<file path="src/sv/obp_pkg.sv">
// Shared types and constants for the optimal block partition unit.
// No dependencies; imported by every module of the unit except obp_ram.
`timescale 1ns / 1ps
`default_nettype none
package obp_pkg;

	localparam int DEF_MAX_SEQUENCE     = 1024;
	localparam int DEF_MAX_BLOCK_LENGTH = 64;

	localparam int ELEM_W     = 6;
	localparam int FIELD_IDX_W = 11;
	localparam int COST_W     = 32;
	localparam int WORD_SHIFT = 5;   // 32-bit words
	localparam int CFG_DATA_W = 64;
	localparam int CFG_ADDR_W = 5;

	// register indexes, at byte address 8*index
	localparam logic [1:0] REG_ALLOWED  = 2'd0;
	localparam logic [1:0] REG_ZERO_RUN = 2'd1;
	localparam logic [1:0] REG_ALIGNED  = 2'd2;
	localparam logic [1:0] REG_OVERHEAD = 2'd3;

	localparam logic [1:0] STATUS_OK          = 2'd0;
	localparam logic [1:0] STATUS_UNREACHABLE = 2'd1;
	localparam logic [1:0] STATUS_RANGE       = 2'd2;
	localparam logic [1:0] STATUS_OVERFLOW    = 2'd3;

	localparam logic ACTION_LOAD = 1'b0;
	localparam logic ACTION_READ = 1'b1;

	typedef struct packed {
		logic [63:0] allowed_mask;
		logic [63:0] zero_mask;
		logic        aligned;
		logic [15:0] overhead;
	} obp_cfg_t;

	typedef enum logic [3:0] {
		ST_IDLE,
		ST_READ,
		ST_INIT,
		ST_ROW,
		ST_SCAN,
		ST_DRAIN1,
		ST_DRAIN2,
		ST_ROW_END,
		ST_CHECK,
		ST_CHECK_WAIT,
		ST_COUNT,
		ST_COUNT_WAIT,
		ST_WALK,
		ST_WALK_WAIT,
		ST_FINISH
	} obp_state_t;

	typedef struct packed {
		logic load;
		logic read_req;
		logic read_done;
		logic finish_ovf;
		logic calc_init;
		logic row_init;
		logic scan;
		logic row_end;
		logic chk_issue;
		logic chk_take;
		logic finish_unreach;
		logic cnt_step;
		logic walk_init;
		logic walk;
		logic walk_step;
		logic finish_ok;
	} obp_cmd_t;

	typedef struct packed {
		logic out_free;
		logic ovf_now;
		logic scan_last;
		logic row_last;
		logic n_reached;
		logic pos_zero;
		logic idx_zero;
	} obp_sts_t;

endpackage
`default_nettype wire

</file>
<file path="src/sv/obp_ctrl.sv">
// Sequencer for the partition unit: load/read handling, DP scan, traceback.
// Depends on obp_pkg.
`timescale 1ns / 1ps
`default_nettype none
module obp_ctrl (
	input  wire logic              clk,
	input  wire logic              arst_n,
	input  wire logic              in_fire,
	input  wire logic              action,
	input  wire logic              is_last,
	input  wire obp_pkg::obp_sts_t sts,
	output logic                   in_ready,
	output obp_pkg::obp_cmd_t      cmd
);
	import obp_pkg::*;

	obp_state_t state_q, state_d;

	always_ff @(posedge clk or negedge arst_n) begin
		if (!arst_n) begin
			state_q <= ST_IDLE;
		end else begin
			state_q <= state_d;
		end
	end

	always_comb begin
		state_d = state_q;
		case (state_q)
			ST_IDLE: begin
				if (in_fire) begin
					if (action == ACTION_READ) state_d = ST_READ;
					else if (is_last && !sts.ovf_now) state_d = ST_INIT;
				end
			end
			ST_READ:       state_d = ST_IDLE;
			ST_INIT:       state_d = ST_ROW;
			ST_ROW:        state_d = ST_SCAN;
			ST_SCAN:       if (sts.scan_last) state_d = ST_DRAIN1;
			ST_DRAIN1:     state_d = ST_DRAIN2;
			ST_DRAIN2:     state_d = ST_ROW_END;
			ST_ROW_END:    state_d = sts.row_last ? ST_CHECK : ST_ROW;
			ST_CHECK:      state_d = ST_CHECK_WAIT;
			ST_CHECK_WAIT: state_d = sts.n_reached ? ST_COUNT : ST_IDLE;
			ST_COUNT:      state_d = sts.pos_zero ? ST_WALK : ST_COUNT_WAIT;
			ST_COUNT_WAIT: state_d = ST_COUNT;
			ST_WALK:       state_d = sts.idx_zero ? ST_FINISH : ST_WALK_WAIT;
			ST_WALK_WAIT:  state_d = ST_WALK;
			ST_FINISH:     state_d = ST_IDLE;
			default:       state_d = ST_IDLE;
		endcase
	end

	always_comb begin
		cmd      = '0;
		in_ready = 1'b0;
		case (state_q)
			ST_IDLE: begin
				in_ready = sts.out_free;
				if (in_fire) begin
					if (action == ACTION_READ) begin
						cmd.read_req = 1'b1;
					end else begin
						cmd.load       = 1'b1;
						cmd.finish_ovf = is_last && sts.ovf_now;
					end
				end
			end
			ST_READ:       cmd.read_done = 1'b1;
			ST_INIT:       cmd.calc_init = 1'b1;
			ST_ROW:        cmd.row_init  = 1'b1;
			ST_SCAN:       cmd.scan      = 1'b1;
			ST_ROW_END:    cmd.row_end   = 1'b1;
			ST_CHECK:      cmd.chk_issue = 1'b1;
			ST_CHECK_WAIT: begin
				cmd.chk_take       = sts.n_reached;
				cmd.finish_unreach = !sts.n_reached;
			end
			ST_COUNT:      cmd.walk_init = sts.pos_zero;
			ST_COUNT_WAIT: cmd.cnt_step  = 1'b1;
			ST_WALK:       cmd.walk      = 1'b1;
			ST_WALK_WAIT:  cmd.walk_step = 1'b1;
			ST_FINISH:     cmd.finish_ok = 1'b1;
			default:       cmd = '0;
		endcase
	end

endmodule
`default_nettype wire

</file>
<file path="config.mk">
export PLATFORM = sky130hd
export DESIGN_NAME = obp_ctrl
export DESIGN_NICKNAME = d
export VERILOG_FILES = /design/src/sv/obp_pkg.sv /design/src/sv/obp_ctrl.sv
export SDC_FILE = /design/constraint.sdc
export NUM_CORES = 1
export LEC_CHECK = 0
export BUFFER_PORTS_ARGS = -buffer_cell sky130_fd_sc_hd__buf_4
export CAP_MARGIN = 20
export CORE_AREA = 2 2 39 41
export CTS_CLUSTER_DIAMETER = 200
export CTS_CLUSTER_SIZE = 16
export DETAILED_ROUTE_END_ITERATION = 10
export DIE_AREA = 0 0 41 43
export PLACE_DENSITY_LB_ADDON = 0.15
export SETUP_SLACK_MARGIN = 0.05
export SYNTH_ARGS = -nofsm -noshare
export SYNTH_HDL_FRONTEND = slang
export SYNTH_SLANG_ARGS = --single-unit
</file>
<file path="constraint.sdc">
create_clock -name clk -period 1.7 [get_ports clk]
set_input_delay 0 -clock clk [delete_from_list [all_inputs] [get_ports clk]]
set_output_delay 0 -clock clk [all_outputs]
set_load 0.05 [all_outputs]
</file>
==> run_results.csv, run 1 <==
group,metric,value,unit
cts,worstSkewPairLatency,0.24,ns
routing,firstDrtPassIters,4,
synth,yosysWarnings,0,
synth,async_flop_share,100.0,%
cts,cts.clk_slew.worst_paths,0.04,ns
sta,finalClockSkew,0.0001308,ns
placement,dpl_cell_area,703.2,µm²
placement,dp_slack,0.2217,ns
min_path,min_from,"sts[2]",
sta,period_needed,1.530,ns
setup_path,start_kind,"register",
routing,wl_per_cell,11.44,µm
synth,yosys.area.top_type,"dfrtp_1",
setup_path,crit_path_max_incr_delay,0.47,ns
routing,drt_wl_total,1.304,mm
synth,synth_common_cells,"nor2_1 (12), nand2_1 (9), nor3_1 (7)",
synth,synth-seq-cells,4,
setup_path,path_delay_family,"simple AND/OR/NAND/NOR gates",
synth,syn_inst,70,
cts,cts_tree,"built",
sta,relSlewSlack,81.13,%
synth,ys_top_cells_by_area,"dfrtp_1 (21%), nor2_1 (9.3%), nor3_1 (7.3%)",
cts,cts_sinks,4,
floorplan,die-width,41,µm
floorplan,start_util,34.90,%
finish,largest_reg_flops,4,
sta,setup_slack,0.1703,ns
finish,seq_area,102.6,µm²
placement,place.gp.congestion,0.7563,
routing,drc_errors,0,
cts,htree_levels,1,
global_route,grt_pass1_wl,2.152,mm
power_and_ir_drop,power_density,1744,nW/µm²
min_path,hold_end,"state_q[3]",
synth,synth.distinct_cells,29,
routing,drt_first_iter_violations,7,
global_route,antenna_found_initial,0,
sta,whs,0.07770,ns
setup_path,rr_endpoint,"state_q[1]",
cts,cts_setup_buffers,0,
setup_path,r2r-start,"state_q[2]",
global_route,grt_max_degree,16,
routing,ant_nets,0,
global_route,grt_pass1_vias,512,
floorplan,rows,14,
power_and_ir_drop,p_leak,0.3495,nW
flow_run,cap_violations,0,
sta,slew_viol_final,0,
finish,fin_area,750.7,µm²
power_and_ir_drop,worst_ir_drop_vdd,1058,µV
placement,dp_hpwl,982.8,µm
sta,post-route-period-util,89.98,%
floorplan,num_io_pins,29,
power_and_ir_drop,finalPower,1.310,mW
synth,synth.most_common_cell,"nor2_1",
min_path,hold_depth,3,
finish,areaGrowthSynthToFinish,55.44,%
setup_path,crit_fanout,10,
outcome,status,"finished, final reports clean",
synth,ys_seq_area_share,20.73,%
finish,top_register,"state_q",
setup_path,worst-endpoint-arrival,1.53,ns
synth,synth_edf_count,0,
finish,antenna_cells,0,
setup_path,worstPathRequired,1.70,ns
synth,syn-cell-area,483.0,µm²
synth,ys.flop_type,"dfrtp_1",
floorplan,die_y,43,µm
floorplan,core_area,1384,µm²
routing,viasPerCell,5.114,
min_path,hold_class,"in2reg",
synth,synth_nets,82,
finish,num-fill-cells,140,
cts,root_buffer,"clkbuf_4",
floorplan,dieArea,1763,µm²
sta,max_freq,653.7,MHz
setup_path,end_kind,"output pin",
sta,timing.final.hold_violations,0,
setup_path,crit_slowest_cell,"dfrtp_2",
cts,cts_max_path_buffers,2,
finish,top_regs,"state_q x4",
setup_path,critical_path_class,"reg2out",
setup_path,path_buf_inv,1,
sta,rsz0062_at_grt,"false",
sta,tightest_slew,0.2804,ns
routing,num_vias,583,
setup_path,r2r_slack,0.32,ns
finish,final_nets,112,
finish,drive_above_1_share,50.00,%
finish,multiInputGateArea,351.6,µm²
synth,synth_top_cell_area_share,20.73,%
global_route,grt_usage,17.81,%
cts,cts_made_buffers,3,
global_route,grt.overflow.total,0,
synth,avgSynthCellArea,6.899,µm²
placement,place.port_buffers,28,
setup_path,r2r_cells,4,
sta,setup_viol,0,
setup_path,crit_chain,"nor2_4 > nand2_1 > nor3b_4 > and3_2 > buf_4",
[where the power goes]
part / switching, mW / internal, mW / total, mW
combinational: 0.604 / 0.351 / 0.956
clock: 0.0400 / 0.0790 / 0.119
sequential: 0.0887 / 0.146 / 0.235
total: 0.733 / 0.577 / 1.31
[layout make-up]
| type | instances | area share [%] |
|---|---|---|
| Multi-Input combinational cell | 55 | 46.83 |
| Timing Repair Buffer | 31 | 31.33 |
| Sequential cell | 4 | 13.67 |
| Clock buffer | 3 | 3.000 |
| Tap cell | 16 | 2.667 |
| Inverter | 5 | 2.500 |
[timing repair]
action / CTS / global route
endpoints found under the hold margin: 4 / 0
resized for setup: 0 / 6
endpoints found under the setup margin: 0 / 4
hold buffers: 1 / 0
[logic make-up after synthesis]
| kind of cell | Yosys count | share of synthesized area (%) |
|---|---|---|
| compound gates | 16 | 25.13 |
| flops | 4 | 20.73 |
| buf+inv | 11 | 14.25 |
| simple gates | 39 | 39.89 |
[cells in the final DEF, fill, tap and decap left out, types with 2 or more instances in the layout]
master    instances
nor2b_1           2
o31ai_1           2
inv_1             5
nand2_1           9
nor3_2            3
dfrtp_1           2
o21ai_0           2
clkbuf_4          3
dfrtp_2           2
buf_4            30
nor2_2            2
a21oi_1           3
nor3_1            4
nor2_1            9
[tightest hold or removal path, delay by kind of cell]
family	cells	cell delay, ns
buf+inv	1	0.09
compound gates	2	0.18
[routing by layer]
metal	GRT usage, %	wire length, µm	up-vias
li1	-	-	299
met1	22.01	540	262
met2	28.44	665	22
met3	6.283	97	0
met4	4.000	0	0
met5	0	0	-
[per-stage QoR]
stage          setup TNS [ns]  utilization (%)  instances
6_report                    0            54.25        114
5_1_grt                     0            54.25        114
4_1_cts                     0            53.16        114
3_5_place_dp                0            50.81        110
3_3_place_gp                0            50.81        110
2_1_floorplan         -0.4249                -         70
[worst max-delay path by stage]
| stage | start | endpoint | slack, ns | cells after the start |
|---|---|---|---|---|
| global route | state_q[3] | cmd[12] | 0.07 | 5 |
| floorplan | state_q[2] | cmd[5] | -0.14 | 4 |
| finish | state_q[2] | cmd[12] | 0.17 | 5 |
| CTS | state_q[3] | cmd[12] | 0.06 | 5 |
| global placement | state_q[2] | state_q[1] | 0.18 | 4 |
| detailed placement | state_q[3] | state_q[1] | 0.22 | 4 |
No activity file was read; power rests on OpenSTA's default activity.
==> run 2, diff against run 1 <==
--- a/config.mk
+++ b/config.mk
@@ -7,5 +7,4 @@
 export LEC_CHECK = 0
 export BUFFER_PORTS_ARGS = -buffer_cell sky130_fd_sc_hd__buf_4
-export CAP_MARGIN = 20
 export CORE_AREA = 2 2 39 41
 export CTS_CLUSTER_DIAMETER = 200
==> constraint.sdc (replaced) <==
create_clock -name clk -period 1.7 [get_ports clk]
set_input_delay 0 -clock clk [delete_from_list [all_inputs] [get_ports clk]]
set_output_delay 0 -clock clk [all_outputs]
set_load 0.1 [all_outputs]
==> run 2 against run 1 <==
  * Maximum frequency down 3.1%
  * Combinational power up 35%
  * Core utilization up 8.0 points
  * First-iteration DRC count up 71%
  * Clock skew up 0.0024 ns
  * Cell area up 15%
  * Register-to-register slack about the same
  * Largest power group unchanged
==> run_results.csv, run 2 (same netlist as run 1, synthesis figures left out) <==
group,metric,value,unit
routing,top_layer,"met4",
cts,cts_max_path_buffers,2,
routing,num_vias,630,
setup_path,r2r-start,"state_q[3]",
power_and_ir_drop,p_comb_share,75.8,%
finish,fin_area,860.8,µm²
sta,relSlewSlack,80.53,%
setup_path,crit_path_end,"cmd[5]",
global_route,grt_pass1_wl,2.408,mm
power_and_ir_drop,p_switching,1.089,mW
global_route,grt_pass1_vias,571,
power_and_ir_drop,pwr-share-clk,7.3,%
cts,worstSkewPairLatency,0.24,ns
finish,final_nets,114,
routing,drt_wl_total,1.424,mm
power_and_ir_drop,sw_frac_of_total,64.03,%
routing,viasPerCell,5.431,
routing,drc_errors,0,
sta,rsz0062_at_grt,"false",
floorplan,num_io_pins,29,
setup_path,r2r_cells,4,
global_route,grt_max_degree,12,
finish,largest_reg_flops,4,
sta,slew_viol_final,0,
sta,post-route-period-util,92.82,%
routing,route.met3.wl,117,µm
floorplan,rows,14,
finish,seq_area,105.1,µm²
sta,setup_viol,0,
finish,final_common_cell,"buf_4",
routing,wl_met2,708,µm
sta,period_needed,1.578,ns
power_and_ir_drop,seq_power_share,16.9,%
sta,max_freq,633.7,MHz
routing,drt_first_iter_violations,12,
setup_path,r2r_slack,0.32,ns
routing,ant_nets,0,
sta,tightest_slew,0.2913,ns
finish,areaGrowthSynthToFinish,78.24,%
power_and_ir_drop,p_leak,0.3802,nW
floorplan,dieArea,1763,µm²
setup_path,worst-endpoint-arrival,1.58,ns
finish,drive_above_1_share,63.00,%
sta,finalClockSkew,0.002565,ns
cts,root_buffer,"clkbuf_4",
placement,dpl_cell_area,805.8,µm²
routing,wl_met1,574,µm
power_and_ir_drop,power_density,1977,nW/µm²
global_route,grt.overflow.total,0,
cts,cts_setup_buffers,0,
min_path,hold_class,"in2async",
floorplan,core_area,1384,µm²
finish,layout_common_cells,"buf_4 (29), nand2_1 (8), nor2_2 (6), nor3_4 (5), inv_1 (5)",
setup_path,rr_endpoint,"state_q[1]",
sta,timing.final.hold_violations,0,
floorplan,die_y,43,µm
finish,multiInputGateArea,429.2,µm²
setup_path,crit_fanout,10,
setup_path,start_kind,"register",
placement,place.gp.congestion,0.8058,
cts,cts.clk_slew.worst_paths,0.04,ns
placement,place.port_buffers,28,
cts,htree_levels,1,
setup_path,end_kind,"output pin",
sta,fin_setup_tns,0,ns
finish,top_register,"state_q",
cts,cts_sinks,4,
routing,firstDrtPassIters,4,
outcome,status,"finished, final reports clean",
setup_path,critical_path_class,"reg2out",
setup_path,crit_start,"state_q[2]",
routing,wl_per_cell,12.28,µm
finish,num-fill-cells,136,
power_and_ir_drop,intPower,0.6121,mW
cts,cts_made_buffers,3,
global_route,antenna_found_initial,0,
sta,whs,0.08871,ns
floorplan,start_util,34.90,%
finish,antenna_cells,0,
finish,top_regs,"state_q x4",
cts,cts_tree,"built",
power_and_ir_drop,worst_ir_drop_vdd,904.4,µV
flow_run,cap_violations,0,
setup_path,worstPathRequired,1.70,ns
floorplan,die-width,41,µm
power_and_ir_drop,finalPower,1.701,mW
placement,dp_hpwl,1.107,mm
global_route,grt_usage,19.82,%
[run 2: power groups by stage]
stage,clock [mW],combinational (mW),sequential [mW]
floorplan,0,1.20,0.173
global placement,0,1.29,0.270
detailed placement,0,1.28,0.272
CTS,0.129,1.29,0.276
global route,0.137,1.38,0.300
finish,0.125,1.29,0.287
[run 2: critical path, stage by stage, from the launching register on]
cell,delay (ns)
dfrtp_2,0.46
nand2b_2,0.27
buf_4,0.19
nor3_4,0.16
buf_6,0.24
[run 2: metal layers]
layer | GRT usage, % | up-vias
met5 | 0 | -
met4 | 11.33 | 0
met3 | 2.618 | 2
met2 | 29.06 | 29
met1 | 26.54 | 295
li1 | - | 304
[run 2: repair_timing]
action	in CTS	in global routing
setup endpoints to repair	4	8
hold endpoints to repair	4	0
hold buffers	1	0
gates resized for setup	5	4
gates cloned	0	0
[run 2: per-stage QoR]
stage          setup slack, ns  instances  utilization [%]
2_1_floorplan          -0.4190         70                -
3_3_place_gp            0.2457        112            58.23
3_5_place_dp            0.2300        112            58.23
4_1_cts                0.05485        116            61.66
5_1_grt                0.05525        116            62.21
6_report                0.1221        116            62.21
[run 2: final cells by class]
class / count / area share [%]
multi-input combinational: 55 / 49.85
timing repair buffer: 33 / 30.81
sequential: 4 / 12.21
clock buffer: 3 / 2.616
tap: 16 / 2.326
inverter: 5 / 2.180
[run 2: worst min-delay path by stage]
stage	end	cells after the start	slack, ns	start
3_5_place_dp	state_q[3]	1	-0.20	arst_n
5_1_grt	state_q[2]	2	0.1	arst_n
4_1_cts	state_q[2]	2	0.08	arst_n
6_report	state_q[3]	2	0.09	arst_n
3_3_place_gp	state_q[1]	1	-0.20	arst_n
2_1_floorplan	state_q[0]	0	-0.30	arst_n
==> run 3, diff against run 2 <==
CELL_PAD_IN_SITES_DETAIL_PLACEMENT = 1   (was default)
CELL_PAD_IN_SITES_GLOBAL_PLACEMENT = 2   (was default)
CORE_AREA = default   (was 2 2 39 41)
CORE_ASPECT_RATIO = 0.8   (was default)
CORE_UTILIZATION = 20   (was default)
DIE_AREA = default   (was 0 0 41 43)
==> run 3 against run 2 <==
  * The run now ends with DRC left
  * Worst hold slack better by 0.0018 ns
  * Via count is 1.9% lower
  * Register-to-register slack worse by 0.06 ns
  * Critical path type unchanged
  * Clock skew is 0.0014 ns higher
  * Global-route usage is 4.7 points lower
  * Non-clock buffer count is 2 higher
  * Critical endpoint is now cmd[12]
  * Routed wire length is 27% higher
  * Largest cell class unchanged
==> run_results.csv, run 3 (same netlist as run 1, synthesis figures left out) <==
group,metric,value,unit
setup_path,r2r_cells,4,
placement,place.gp.congestion,0.7930,
setup_path,critical_path_class,"reg2out",
cts,htree_levels,1,
setup_path,end_kind,"output pin",
power_and_ir_drop,sw_frac_of_total,63.84,%
setup_path,worstPathRequired,1.70,ns
sta,max_freq,630.5,MHz
flow_run,cap_violations,0,
finish,top_regs,"state_q x4",
routing,viasPerCell,4.866,
floorplan,rows,15,
finish,final_nets,116,
placement,place.port_buffers,28,
setup_path,r2r_slack,0.26,ns
sta,slew_viol_final,0,
routing,num_vias,618,
floorplan,die_y,45.96,µm
floorplan,dieArea,2617,µm²
global_route,grt_usage,15.11,%
placement,dp_hpwl,1.440,mm
routing,wl_per_cell,14.28,µm
power_and_ir_drop,p_leak,0.4003,nW
setup_path,crit_path_max_incr_delay,0.49,ns
finish,layout_common_cells,"buf_4 (29), nand2_1 (8), nor3_4 (5), inv_1 (5), nor2_2 (5)",
finish,top_register,"state_q",
sta,setup_slack,0.1139,ns
floorplan,die-width,56.94,µm
power_and_ir_drop,intPower,0.6437,mW
min_path,hold_class,"in2async",
power_and_ir_drop,pwr-share-clk,7.1,%
power_and_ir_drop,worst_ir_drop_vdd,1031,µV
routing,drc_errors,1,
power_and_ir_drop,power_density,1959,nW/µm²
setup_path,start_kind,"register",
sta,setup_viol,0,
floorplan,num_io_pins,29,
sta,post-route-period-util,93.30,%
routing,drt_wl_total,1.814,mm
setup_path,crit_slowest_cell,"dfrtp_2",
routing,drt_first_iter_violations,15,
setup_path,crit_start,"state_q[0]",
setup_path,crit_path_end,"cmd[12]",
cts,cts_sinks,4,
routing,firstDrtPassIters,7,
global_route,grt.overflow.total,0,
finish,final_common_cell,"buf_4",
power_and_ir_drop,p_comb_share,76.1,%
sta,finalClockSkew,0.004007,ns
sta,period_needed,1.586,ns
power_and_ir_drop,finalPower,1.780,mW
outcome,status,"finished, violations left",
finish,antenna_cells,0,
sta,tightest_slew,0.3378,ns
global_route,antenna_found_initial,0,
cts,cts.clk_slew.worst_paths,0.04,ns
power_and_ir_drop,seq_power_share,16.8,%
setup_path,worst-endpoint-arrival,1.59,ns
sta,relSlewSlack,77.48,%
setup_path,crit_fanout,10,
cts,cts_tree,"built",
cts,cts_max_path_buffers,2,
global_route,grt_pass1_wl,2.939,mm
setup_path,crit_chain,"nor2_4 > nand2_2 > nor3b_4 > and3_4 > buf_12",
finish,utilization,41.02,%
global_route,grt_max_degree,13,
routing,ant_nets,0,
finish,seq_area,103.9,µm²
finish,multiInputGateArea,439.2,µm²
placement,dpl_cell_area,832.0,µm²
global_route,grt_pass1_vias,567,
cts,worstSkewPairLatency,0.25,ns
placement,dp_slack,0.1758,ns
floorplan,core_area,2215,µm²
finish,areaGrowthSynthToFinish,88.08,%
outcome,violations,"DRC",
finish,num-fill-cells,276,
setup_path,r2r-start,"state_q[3]",
sta,timing.final.hold_violations,0,
sta,rsz0062_at_grt,"true",
cts,cts_setup_buffers,0,
finish,drive_above_1_share,62.75,%
cts,root_buffer,"clkbuf_4",
floorplan,start_util,21.81,%
setup_path,rr_endpoint,"state_q[1]",
cts,cts_made_buffers,3,
finish,fin_area,908.4,µm²
finish,largest_reg_flops,4,
power_and_ir_drop,p_switching,1.136,mW
run 3: changes by cell type in the layout (fill, tap and decap cells not counted), sizes merged:
cell / delta
buf: +2
run 3: layer usage:
layer / up-vias / GRT usage (%) / wire (µm)
met5: - / 0 / 0
met4: 0 / 4.390 / 14
met1: 293 / 22.54 / 935
met3: 3 / 3.693 / 73
li1: 309 / - / -
met2: 13 / 21.18 / 791
run 3: cell type report:
| class | instances | share of cell area (%) |
|---|---|---|
| repair buffers | 35 | 32.23 |
| well taps | 25 | 3.444 |
| inverters | 5 | 2.066 |
| flip-flops and latches | 4 | 11.43 |
| multi-input cells | 55 | 48.35 |
| clock buffers | 3 | 2.479 |
run 3: timing repair:
| item | CTS | global route |
|---|---|---|
| endpoints found under the setup margin | 4 | 6 |
| pin swaps | 0 | 1 |
| hold buffers | 1 | 0 |
| hold endpoints to repair | 4 | 0 |
| gates resized for setup | 3 | 10 |
run 3: worst min path at each step:
stage | to | slack, ns | startpoint | cells after the start
final | state_q[2] | 0.09 | arst_n | 2
after global routing | state_q[2] | 0.09 | arst_n | 2
after CTS | state_q[3] | 0.1 | arst_n | 2
after detailed placement | state_q[3] | -0.20 | arst_n | 1
after global placement | state_q[3] | -0.20 | arst_n | 1
after floorplan | state_q[0] | -0.30 | arst_n | 0
run 3: metrics by stage:
stage	std cells	hold slack, ns	setup TNS [ns]
floorplan	70	-0.2956	-0.9030
global placement	123	-0.1993	0
detailed placement	123	-0.2006	0
CTS	127	0.09734	0
global route	127	0.08720	0
finish	127	0.09052	0
run 3: critical path: cells and delay by family, from the launching register on:
kind	cells	cell delay, ns
buf+inv	1	0.17
flops	1	0.49
simple gates	4	0.67
run 3: power by group through the flow:
stage / registers [mW] / clock network [mW] / logic (mW)
2_1_floorplan: 0.173 / 0 / 1.20
3_3_place_gp: 0.277 / 0 / 1.34
3_5_place_dp: 0.277 / 0 / 1.34
4_1_cts: 0.287 / 0.122 / 1.34
5_1_grt: 0.315 / 0.137 / 1.43
6_report: 0.299 / 0.126 / 1.35
